## config.mk

```make
export PLATFORM = sky130hd
export DESIGN_NAME = apsp_engine
export DESIGN_NICKNAME = d
export VERILOG_FILES = /design/src/rtl/core/all_pairs_shortest_path_defines.svh /design/src/rtl/core/apsp_pkg.sv /design/src/rtl/core/apsp_engine.sv
export SDC_FILE = /design/constraint.sdc
export NUM_CORES = 1
export LEC_CHECK = 0
export ABC_CLOCK_PERIOD_IN_PS = 8000
export BUFFER_PORTS_ARGS = -buffer_cell sky130_fd_sc_hd__buf_2
export CAP_MARGIN = 20
export CORE_AREA = 4 4 83 85
export DETAILED_ROUTE_END_ITERATION = 6
export DIE_AREA = 0 0 87 89
export MAX_ROUTING_LAYER = met4
export PLACE_DENSITY = 0.86
export SLEW_MARGIN = 20
export SYNTH_ARGS = -nofsm -noshare
export SYNTH_HDL_FRONTEND = slang
export SYNTH_SLANG_ARGS = --single-unit
```

## constraint.sdc

```tcl
create_clock -name clk -period 8 [get_ports clk]
set_input_delay 0 -clock clk [delete_from_list [all_inputs] [get_ports clk]]
set_output_delay 0 -clock clk [all_outputs]
set_load 0.02 [all_outputs]
```

## src/rtl/core/all_pairs_shortest_path_defines.svh

```systemverilog
// Assertion macros shared by the shortest path block.
`ifndef ALL_PAIRS_SHORTEST_PATH_DEFINES_SVH
`define ALL_PAIRS_SHORTEST_PATH_DEFINES_SVH

// Same-cycle implication, sampled on clk, off while rst_n is low.
`define APSP_ASSERT_NOW(label, ante, cons, msg) \
    label: assert property (@(posedge clk) disable iff (!rst_n) (ante) |-> (cons)) \
        else $error(msg);

// Next-cycle implication, sampled on clk, off while rst_n is low.
`define APSP_ASSERT_NEXT(label, ante, cons, msg) \
    label: assert property (@(posedge clk) disable iff (!rst_n) (ante) |=> (cons)) \
        else $error(msg);

`endif

```

## src/rtl/core/apsp_pkg.sv

```systemverilog
// Package: shared constants and types of the shortest path block.
package apsp_pkg;

    // Field widths
    localparam int DIST_W  = 14;
    localparam int KIND_W  = 2;
    localparam int INDEX_W = 5;
    localparam int COUNT_W = 6;

    // Defaults
    localparam int                 MAX_NODES_DEF  = 32;
    localparam logic [COUNT_W-1:0] NODE_COUNT_RST = 6'd32;

    // Distance meaning "no edge / unreachable"
    localparam logic [DIST_W-1:0] NO_EDGE = 14'd9999;

    // Item kinds
    localparam logic [KIND_W-1:0] KIND_WRITE = 2'd0;
    localparam logic [KIND_W-1:0] KIND_RUN   = 2'd1;
    localparam logic [KIND_W-1:0] KIND_READ  = 2'd2;

    // Register indexes
    localparam logic REG_NODE_COUNT = 1'b0;

    // Closure sequencer states
    typedef enum logic [2:0] {
        ST_IDLE,
        ST_NORM,
        ST_ROW_RD,
        ST_ROW_WAIT,
        ST_RELAX
    } apsp_state_t;

    // Memory port enables
    typedef struct packed {
        logic wr_en;
        logic rd_a_en;
        logic rd_b_en;
    } apsp_mem_ctl_t;

endpackage

```

## src/rtl/core/apsp_engine.sv

```systemverilog
// Closure sequencer: normalize pass, then k/i/j relaxation over the memory.
module apsp_engine
    import apsp_pkg::*;
#(
    parameter int MAX_NODES = MAX_NODES_DEF
)
(
    input  logic                                clk,
    input  logic                                rst_n,
    input  logic                                start,
    input  logic [$clog2(MAX_NODES)-1:0]        last_idx,
    output logic                                busy,
    output apsp_mem_ctl_t                       mem_ctl,
    output logic [2*$clog2(MAX_NODES)-1:0]      waddr,
    output logic [DIST_W-1:0]                   wdata,
    output logic [2*$clog2(MAX_NODES)-1:0]      raddr_a,
    output logic [2*$clog2(MAX_NODES)-1:0]      raddr_b,
    input  logic [DIST_W-1:0]                   rdata_a,
    input  logic [DIST_W-1:0]                   rdata_b
);

    localparam int IW = $clog2(MAX_NODES);

    apsp_state_t       state_reg, state_next;
    logic [IW-1:0]     i_reg, i_next;
    logic [IW-1:0]     j_reg, j_next;
    logic [IW-1:0]     k_reg, k_next;
    logic [DIST_W-1:0] a_reg, a_next;

    // Update stage: one read-modify-write in flight
    logic              pv_reg, pv_next;
    logic              prelax_reg, prelax_next;
    logic [IW-1:0]     pr_reg, pc_reg;

    logic [DIST_W:0]   sum;
    logic [DIST_W-1:0] sum_sat;
    logic [DIST_W-1:0] norm_val;
    logic              relax_wr;

    // Sequencer next state and loop counters
    always_comb
    begin
        state_next  = state_reg;
        i_next      = i_reg;
        j_next      = j_reg;
        k_next      = k_reg;
        a_next      = a_reg;
        pv_next     = 1'b0;
        prelax_next = 1'b0;
        unique case (state_reg)
            ST_IDLE:
            begin
                if (start)
                begin
                    state_next = ST_NORM;
                    i_next     = '0;
                    j_next     = '0;
                    k_next     = '0;
                end
            end
            ST_NORM:
            begin
                pv_next = 1'b1;
                if (j_reg == last_idx)
                begin
                    j_next = '0;
                    if (i_reg == last_idx)
                    begin
                        i_next     = '0;
                        state_next = ST_ROW_RD;
                    end
                    else
                    begin
                        i_next = i_reg + 1'b1;
                    end
                end
                else
                begin
                    j_next = j_reg + 1'b1;
                end
            end
            ST_ROW_RD:
            begin
                state_next = ST_ROW_WAIT;
            end
            ST_ROW_WAIT:
            begin
                a_next = rdata_a;
                j_next = '0;
                if (rdata_a >= NO_EDGE)
                begin
                    // unreachable pivot hop: skip the row
                    if (i_reg == last_idx)
                    begin
                        i_next = '0;
                        if (k_reg == last_idx)
                        begin
                            state_next = ST_IDLE;
                        end
                        else
                        begin
                            k_next     = k_reg + 1'b1;
                            state_next = ST_ROW_RD;
                        end
                    end
                    else
                    begin
                        i_next     = i_reg + 1'b1;
                        state_next = ST_ROW_RD;
                    end
                end
                else
                begin
                    state_next = ST_RELAX;
                end
            end
            ST_RELAX:
            begin
                pv_next     = 1'b1;
                prelax_next = 1'b1;
                if (j_reg == last_idx)
                begin
                    j_next = '0;
                    if (i_reg == last_idx)
                    begin
                        i_next = '0;
                        if (k_reg == last_idx)
                        begin
                            state_next = ST_IDLE;
                        end
                        else
                        begin
                            k_next     = k_reg + 1'b1;
                            state_next = ST_ROW_RD;
                        end
                    end
                    else
                    begin
                        i_next     = i_reg + 1'b1;
                        state_next = ST_ROW_RD;
                    end
                end
                else
                begin
                    j_next = j_reg + 1'b1;
                end
            end
            default:
            begin
                state_next = ST_IDLE;
            end
        endcase
    end

    // Update stage arithmetic
    always_comb
    begin
        sum      = {1'b0, a_reg} + {1'b0, rdata_a};
        sum_sat  = (sum > {1'b0, NO_EDGE}) ? NO_EDGE : sum[DIST_W-1:0];
        relax_wr = (rdata_a < NO_EDGE) && (sum_sat < rdata_b);
        if (pr_reg == pc_reg)
        begin
            norm_val = '0;
        end
        else if ((rdata_a == '0) || (rdata_a >= NO_EDGE))
        begin
            norm_val = NO_EDGE;
        end
        else
        begin
            norm_val = rdata_a;
        end
    end

    // Memory requests
    always_comb
    begin
        mem_ctl.rd_a_en = 1'b0;
        mem_ctl.rd_b_en = 1'b0;
        raddr_a         = {i_reg, j_reg};
        raddr_b         = {i_reg, j_reg};
        unique case (state_reg)
            ST_NORM:
            begin
                mem_ctl.rd_a_en = 1'b1;
            end
            ST_ROW_RD:
            begin
                mem_ctl.rd_a_en = 1'b1;
                raddr_a         = {i_reg, k_reg};
            end
            ST_RELAX:
            begin
                mem_ctl.rd_a_en = 1'b1;
                mem_ctl.rd_b_en = 1'b1;
                raddr_a         = {k_reg, j_reg};
            end
            default:
            begin
                mem_ctl.rd_a_en = 1'b0;
            end
        endcase
        waddr = {pr_reg, pc_reg};
        if (prelax_reg)
        begin
            mem_ctl.wr_en = pv_reg && relax_wr;
            wdata         = sum_sat;
        end
        else
        begin
            mem_ctl.wr_en = pv_reg;
            wdata         = norm_val;
        end
        busy = (state_reg != ST_IDLE) || pv_reg;
    end

    // Control registers
    always_ff @(posedge clk or negedge rst_n)
    begin
        if (!rst_n)
        begin
            state_reg  <= ST_IDLE;
            i_reg      <= '0;
            j_reg      <= '0;
            k_reg      <= '0;
            pv_reg     <= 1'b0;
            prelax_reg <= 1'b0;
        end
        else
        begin
            state_reg  <= state_next;
            i_reg      <= i_next;
            j_reg      <= j_next;
            k_reg      <= k_next;
            pv_reg     <= pv_next;
            prelax_reg <= prelax_next;
        end
    end

    // Payload registers
    always_ff @(posedge clk)
    begin
        a_reg  <= a_next;
        pr_reg <= i_reg;
        pc_reg <= j_reg;
    end

endmodule
```

==> flow_metrics.env, run 1 <==
export IMPL_post_synth_mux_area_share=0.02288
export IMPL_timing_hold_violations_final=0
export IMPL_nFillCells=500
export IMPL_cts_repair_resized=0
export IMPL_place_port_buffers=83
export IMPL_routabilityCongestion=0.9672
export IMPL_synth_compound_area_share=0.2208
export IMPL_finalCritPeriodShare=0.5663
export IMPL_share_comb_of_total_power=0.630
export IMPL_yosys_area_share_adder=0.1147
export IMPL_area_delta_synth_final_pct=21.35
export IMPL_pwr_share_clk=0.117
export IMPL_cp_max_fo=9
export IMPL_synth_xor_area_frac=0.08606
export IMPL_cp_required_ns=8.00
export IMPL_p_seq_frac=0.253
export IMPL_final_layout_size_suffix_gt1_frac=0.2382
export IMPL_vdd_drop_max_mv=0.2133
export IMPL_yosys_cell_types_count=63
export IMPL_detail_route_iter0_violations=162
export IMPL_arrival_ns=4.53
export IMPL_asyncSetResetFlopFracSynth=0.4545
export IMPL_crit_path_end_kind="primary output"
export IMPL_die_x_um=87
export IMPL_clkLatencyLatePin_ns=0.31
export IMPL_ctsRootBufferMaster="sky130_fd_sc_hd__clkbuf_8"
export IMPL_number_of_global_route_vias_before_repair=3247
export IMPL_synth_top_flop_cell="sky130_fd_sc_hd__dfrtp_1"
export IMPL_setup_worst_path_start_class="primary input"
export IMPL_grt_util_all_layers=0.2525
export IMPL_route_detailed_vias_per_inst=5.784
export IMPL_fin_skew_ns=0.01248
export IMPL_std_cell_rows=29
export IMPL_worstSetupPathType="in -> out"
export IMPL_cts_root_to_sink_buffers=2
export IMPL_first_pass_grt_wire_length_mm=14.95
export IMPL_synth_sequential_area_ratio=0.3253
export IMPL_htree_levels=2
export IMPL_route_vias_total=3262
export IMPL_clock_sinks=44
export IMPL_number_of_enable_flip_flop_cells_after_synthesis=14
export IMPL_powerDensity_nw_per_um2=344.0
export IMPL_antenna_found_initial=0
export IMPL_ys_warn_count=0
export IMPL_grt_start_max_net_pins=21
export IMPL_grt_overflow=0
export IMPL_outcome="finished, final reports clean"
export IMPL_final_max_slew_violation_count=0
export IMPL_timing_fmax_mhz=220.7
export IMPL_yosys_area_share_simple=0.1845
export IMPL_avg_synthesized_cell_area_sq_um=8.881
export IMPL_total_clock_buffers_created_by_cts=5
export IMPL_switching_share=0.5029
export IMPL_standard_cell_core_area_sq_um=6205
export IMPL_synth_nets=455
export IMPL_fin_nets=553
export IMPL_switching_power_w=0.0007233
export IMPL_dp_final_hpwl_mm=7.229
export IMPL_cts_tree="done"
export IMPL_tightest_slew_ns=0.8291
export IMPL_synth_ff_latch_count=44
export IMPL_io_pin_count=84
export IMPL_fin_total_pwr_w=0.001438
export IMPL_detailedRoute_firstPassIterationCount=4
export IMPL_max_cap_viol_count=0
export IMPL_largest_family_of_logic_cells_by_synthesized_area="compound AO/OA/AOI/OAI gates"
export IMPL_finalWorstPathRequiredPeriod_ns=4.530
export IMPL_drc_errors=0
export IMPL_finalWirelength_mm=9.402
export IMPL_average_routed_wire_per_standard_cell_um=16.67
export IMPL_totalNegativeSetupSlack_ns=0
export IMPL_min_path_type="in -> reg"
export IMPL_internal_power_w=0.0007150
export IMPL_finalSetupViolations=0
export IMPL_slew_headroom=0.4461
export IMPL_postRouteAntennaNets=0
export IMPL_diodes=0
export IMPL_largest_register_ff_count=14
export IMPL_synth_cells=388
export IMPL_initial_utilization=0.5554
export IMPL_die_h_um=89
export IMPL_synthesis_area_sq_um=3446
export IMPL_leakagePower_nw=2.021
export IMPL_clk_transition_reported_paths_ns=0.08
export IMPL_design_die_area_sq_um=7743
export IMPL_rsz0062_at_grt="no"
## power by group through the flow
stage | registers [W] | logic [W] | clock network (W)
final | 0.000364 | 0.000906 | 0.000169
after global routing | 0.000374 | 0.000989 | 0.000181
after detailed placement | 0.000367 | 0.000889 | 0
after floorplan | 0.000367 | 0.000639 | 0
after global placement | 0.000364 | 0.000872 | 0
after CTS | 0.000363 | 0.000900 | 0.000169
## cells in the mapped netlist, drive strengths merged, types with 2 or more instances
master / count / area [sq um]
o21a: 6 / 45.04
a21boi: 5 / 37.53
clkbuf: 4 / 16.26
a22o: 3 / 26.28
a31oi: 2 / 12.51
and3: 5 / 36.28
nor2b: 5 / 31.28
and3b: 2 / 20.02
nand2b: 6 / 37.54
and2: 3 / 18.77
dfxtp: 10 / 200.2
o21ai: 29 / 148.9
xor2: 17 / 148.9
buf: 2 / 11.26
a21o: 7 / 52.55
nand2: 33 / 131.4
nor2: 34 / 127.6
nand4: 7 / 50.05
dfrtp: 20 / 500.5
a32o: 4 / 40.04
o21bai: 2 / 15.01
a211oi: 6 / 45.04
o31ai: 6 / 45.04
xnor2: 16 / 147.7
inv: 31 / 116.4
o21ba: 2 / 20.02
nor4: 3 / 18.77
ha: 30 / 375.4
nand3: 11 / 55.05
mux2: 7 / 78.83
or2: 3 / 18.77
o211ai: 2 / 15.01
nor3: 9 / 45.04
nand3b: 2 / 15.01
a21oi: 23 / 118.9
edfxtp: 14 / 420.4
## layout by cell type (no fill, tap or decap), drive strengths merged, types with 4 or more instances in the layout
cell / instances
xor2: 17
o31ai: 6
dfrtp: 20
ha: 30
inv: 31
a32o: 4
nor3: 9
dfxtp: 10
nand2b: 6
nor2: 34
a21boi: 5
clkbuf: 6
edfxtp: 14
and3: 5
mux2: 7
nand2: 33
o21ai: 29
nor2b: 5
xnor2: 16
dlygate4sd3: 15
a21o: 7
nand4: 7
buf: 83
o21a: 6
nand3: 11
a211oi: 6
a21oi: 23
## worst max-delay path, cell delays in order
cell and delay, ns:
sky130_fd_sc_hd__dlygate4sd3_1 0.52, sky130_fd_sc_hd__buf_2 0.17, sky130_fd_sc_hd__ha_1 0.21, sky130_fd_sc_hd__inv_1 0.06, sky130_fd_sc_hd__fa_1 0.37, sky130_fd_sc_hd__nand2b_1 0.19, sky130_fd_sc_hd__a211o_1 0.32, sky130_fd_sc_hd__a21oi_2 0.18
sky130_fd_sc_hd__o22ai_2 0.12, sky130_fd_sc_hd__xnor2_1 0.35, sky130_fd_sc_hd__and3_4 0.26, sky130_fd_sc_hd__a32oi_4 0.09, sky130_fd_sc_hd__a21boi_0 0.29, sky130_fd_sc_hd__inv_1 0.09, sky130_fd_sc_hd__ha_1 0.31, sky130_fd_sc_hd__a21o_1 0.16
sky130_fd_sc_hd__a21o_1 0.17, sky130_fd_sc_hd__a21oi_1 0.14, sky130_fd_sc_hd__o41ai_1 0.09, sky130_fd_sc_hd__a21oi_1 0.13, sky130_fd_sc_hd__o21a_1 0.15, sky130_fd_sc_hd__buf_2 0.16
## final timing paths
check / to / slack [ns] / from / depth (start not counted)
max in group asynchronous: prelax_reg / 7.51 / rst_n / 2
hold / removal: k_reg[3] / 0.13 / start / 3
setup reg to reg: k_reg[0] / 5.35 / state_reg[0] / 7
min in group asynchronous: j_reg[4] / 0.16 / rst_n / 2
setup / recovery: mem_ctl[2] / 3.47 / rdata_a[0] / 22
hold reg to reg: pr_reg[4] / 0.54 / i_reg[4] / 0
## kinds of logic (layout without fill, tap and decap cells)
logic type	count (synthesis)	in the layout
mux	7	7
flops	44	44
simple gates	127	127
buf+inv	39	138
xor+xnor	33	33
fa+ha+maj	31	31
compound gates	107	107
## metal layers
metal / track usage / share of wire / up-vias
met2: 0.4555 / 0.50 / 138
met3: 0.03502 / 0.078 / 23
met1: 0.2888 / 0.39 / 1510
met4: 0.08074 / 0.023 / 0
li1: - / - / 1591
met5: - / 0 / -
## stage by stage
| stage | utilization | hold WS [ns] | area [sq um] | instances | setup WS, ns |
|---|---|---|---|---|---|
| 2_1_floorplan | - | -0.2956 | 3446 | 388 | 4.308 |
| 3_3_place_gp | 0.6318 | -0.02322 | 3920 | 541 | 4.004 |
| 3_5_place_dp | 0.6318 | -0.03093 | 3920 | 541 | 3.895 |
| 4_1_cts | 0.6739 | 0.1216 | 4182 | 564 | 3.459 |
| 5_1_grt | 0.6739 | 0.1406 | 4182 | 564 | 3.203 |
| 6_report | 0.6739 | 0.1283 | 4182 | 564 | 3.470 |
## cell type report
type	instances	area (sq um)	share of cell area
Timing Repair Buffer	98	565.5	0.1352
Multi-Input combinational cell	305	2167	0.5183
Sequential cell	44	1121	0.2681
Clock inverter	2	17.52	0.004189
Clock buffer	6	93.84	0.02244
Tap cell	77	96.34	0.02304
Inverter	32	120.1	0.02873
## what timing repair did
| item | 4_1_cts | 5_1_grt |
|---|---|---|
| hold buffers | 15 | 0 |
| setup buffers | 0 | 0 |
| hold endpoints to repair | 34 | 0 |
No activity file was read; power rests on OpenSTA's default activity.
==> inputs of run 2 (changes only) <==
--- a/config.mk
+++ b/config.mk
@@ -5,14 +5,14 @@
 export SDC_FILE = /design/constraint.sdc
 export NUM_CORES = 1
 export LEC_CHECK = 0
-export ABC_CLOCK_PERIOD_IN_PS = 8000
+export ABC_CLOCK_PERIOD_IN_PS = 3700
 export BUFFER_PORTS_ARGS = -buffer_cell sky130_fd_sc_hd__buf_2
 export CAP_MARGIN = 20
-export CORE_AREA = 4 4 83 85
+export CORE_AREA = 4 4 89 91
 export DETAILED_ROUTE_END_ITERATION = 6
-export DIE_AREA = 0 0 87 89
+export DIE_AREA = 0 0 93 95
 export MAX_ROUTING_LAYER = met4
-export PLACE_DENSITY = 0.86
+export PLACE_DENSITY = 0.79
 export SLEW_MARGIN = 20
 export SYNTH_ARGS = -nofsm -noshare
 export SYNTH_HDL_FRONTEND = slang
==> constraint.sdc (replaced) <==
create_clock -name clk -period 3.7 [get_ports clk]
set_input_delay 0 -clock clk [delete_from_list [all_inputs] [get_ports clk]]
set_output_delay 0 -clock clk [all_outputs]
set_load 0.02 [all_outputs]
==> run 2 against run 1 <==
Combinational power rose to 2.5 times the previous value. Wire length is 10% higher. Utilization shrank 4.1 points. Hold slack worse by 0.097 ns. Final cell count up 9.8%. Clock-buffer cell count is the same. Final area grew 8.0%. First-iteration DRC count increased by 6.2%. Largest cell class unchanged. Critical path type is now reg -> out. Setup slack got worse by 4.0 ns. The flow now finishes with violations (setup timing). Power increased by 140%. Non-clock buffer count increased by 33.
==> flow_metrics.env, run 2 (synthesized netlist as in run 1, its figures left out) <==
export IMPL_io_pin_count=84
export IMPL_fin_nets=586
export IMPL_drc_errors=0
export IMPL_die_x_um=93
export IMPL_sequential_cell_area_sq_um=1121
export IMPL_gr_max_usage_layer="met2"
export IMPL_tightest_slew_ns=0.8650
export IMPL_arrival_ns=4.27
export IMPL_largest_register_ff_count=14
export IMPL_nFillCells=657
export IMPL_average_routed_wire_per_standard_cell_um=16.78
export IMPL_placed_cells=594
export IMPL_routabilityCongestion=0.9501
export IMPL_detail_route_iter0_violations=172
export IMPL_totalNegativeSetupSlack_ns=-0.5697
export IMPL_dp_final_hpwl_mm=7.881
export IMPL_ctsRootBufferMaster="sky130_fd_sc_hd__clkbuf_8"
export IMPL_grt_start_max_net_pins=21
export IMPL_place_port_buffers=83
export IMPL_finalWorstPathRequiredPeriod_ns=4.270
export IMPL_cts_tree="done"
export IMPL_grt_util_met1=0.2724
export IMPL_cp_max_fo=6
export IMPL_number_of_global_route_vias_before_repair=3488
export IMPL_htree_levels=2
export IMPL_clkLatencyLatePin_ns=0.31
export IMPL_total_clock_buffers_created_by_cts=5
export IMPL_rsz0062_at_grt="yes"
export IMPL_worstSetupPathType="reg -> out"
export IMPL_std_cell_rows=31
export IMPL_leakagePower_nw=2.203
export IMPL_finalWirelength_mm=10.39
export IMPL_first_pass_grt_wire_length_mm=16.36
export IMPL_timing_fmax_mhz=234.2
export IMPL_diodes=0
export IMPL_route_detailed_vias_per_inst=5.607
export IMPL_area_used_by_multi_input_combinational_logic_sq_um=2228
export IMPL_timing_hold_violations_final=0
export IMPL_max_cap_viol_count=0
export IMPL_detailedRoute_firstPassIterationCount=5
export IMPL_outcome="finished, violations left"
export IMPL_cp_required_ns=3.70
export IMPL_clk_transition_reported_paths_ns=0.09
export IMPL_commonest_cells_after_routing_fill_and_taps_aside="sky130_fd_sc_hd__buf_2 (82), sky130_fd_sc_hd__buf_4 (36), sky130_fd_sc_hd__nor2_1 (34), sky130_fd_sc_hd__nand2_1 (32), sky130_fd_sc_hd__inv_1 (30)"
export IMPL_die_h_um=95
export IMPL_crit_path_end_kind="primary output"
export IMPL_grt_overflow=0
export IMPL_final_layout_size_suffix_gt1_frac=0.3154
export IMPL_groute_layer_met2_usage=0.4157
export IMPL_violations="setup timing"
export IMPL_antenna_found_initial=0
export IMPL_layout_cells_most_common="sky130_fd_sc_hd__buf_2"
export IMPL_cts_root_to_sink_buffers=2
export IMPL_standard_cell_core_area_sq_um=7137
export IMPL_timing_final_ws_setup_ns=-0.5697
export IMPL_grt_util_all_layers=0.2399
export IMPL_postRouteAntennaNets=0
export IMPL_design_die_area_sq_um=8835
export IMPL_initial_utilization=0.4828
export IMPL_vdd_drop_max_mv=0.3965
export IMPL_area_delta_synth_final_pct=31.05
export IMPL_route_vias_total=3471
export IMPL_finalSetupViolations=1
export IMPL_setup_reg_to_reg_worst_slack_ns=1.24
export IMPL_powerDensity_nw_per_um2=761.5
export IMPL_slew_headroom=0.4221
export IMPL_clock_sinks=44
export IMPL_fin_skew_ns=0.01292
export IMPL_setup_worst_path_start_class="register"
export IMPL_finalCritPeriodShare=1.154
export IMPL_final_max_slew_violation_count=0
export IMPL_post_layout_nonfiller_instances=619
export IMPL_min_path_type="in -> reg"
export IMPL_use_met3=0.04064
-- run 2: critical path: stages (launching register included) --
cell and delay, ns:
sky130_fd_sc_hd__edfxtp_1 0.35, sky130_fd_sc_hd__ha_2 0.18, sky130_fd_sc_hd__inv_2 0.04, sky130_fd_sc_hd__fa_2 0.33, sky130_fd_sc_hd__nand2b_4 0.16, sky130_fd_sc_hd__a211o_1 0.32
sky130_fd_sc_hd__a311oi_2 0.36, sky130_fd_sc_hd__xor2_2 0.24, sky130_fd_sc_hd__nand4_4 0.16, sky130_fd_sc_hd__a41oi_4 0.31, sky130_fd_sc_hd__a211oi_2 0.12, sky130_fd_sc_hd__ha_1 0.33
sky130_fd_sc_hd__a21o_1 0.19, sky130_fd_sc_hd__a21o_1 0.19, sky130_fd_sc_hd__a21oi_2 0.12, sky130_fd_sc_hd__o211ai_1 0.09, sky130_fd_sc_hd__a21oi_1 0.19, sky130_fd_sc_hd__o21a_1 0.16
sky130_fd_sc_hd__buf_6 0.12
-- run 2: per-stage QoR --
step / power (W) / cell area, sq um / util / hold WS [ns] / setup slack (ns)
floorplan: 0.002175 / 3446 / - / -0.2956 / 0.008265
global placement: 0.002841 / 4180 / 0.5857 / -0.03723 / -0.1491
detailed placement: 0.002900 / 4180 / 0.5857 / -0.02804 / -0.3625
CTS: 0.003344 / 4458 / 0.6246 / 0.02027 / -0.5354
global route: 0.003684 / 4516 / 0.6327 / 0.01014 / -0.7865
finish: 0.003438 / 4516 / 0.6327 / 0.03131 / -0.5697
-- run 2: power breakdown --
| part | internal [W] | switching (W) |
|---|---|---|
| logic | 0.000944 | 0.00134 |
| clock network | 0.000177 | 0.000192 |
| registers | 0.000634 | 0.000149 |
-- run 2: what timing repair did --
action	CTS	global route
endpoints found under the hold margin	30	0
setup buffers	2	4
pin swaps	10	14
resized for setup	12	6
endpoints found under the setup margin	1	2
hold buffers	11	0
-- run 2: final timing paths --
path	startpoint	to	cells past startpoint
worst max-delay path	a_reg[0]	mem_ctl[2]	18
worst min-delay path	rdata_a[0]	a_reg[0]	2
worst max register to register	j_reg[4]	i_reg[4]	7
worst min register to register	i_reg[4]	pr_reg[4]	0
max in group asynchronous	rst_n	prelax_reg	2
min in group asynchronous	rst_n	j_reg[4]	2
-- run 2: cell type report --
class / instances / share of cell area
timing repair buffer: 131 / 0.1801
clock inverter: 2 / 0.003325
tap: 99 / 0.02743
inverter: 32 / 0.02660
sequential: 44 / 0.2483
clock buffer: 6 / 0.02078
multi-input combinational: 305 / 0.4935
-- run 2: layer usage --
metal	up-vias	share of wire
met3	26	0.071
met2	144	0.50
li1	1654	-
met4	0	0.032
met5	-	0
met1	1647	0.40
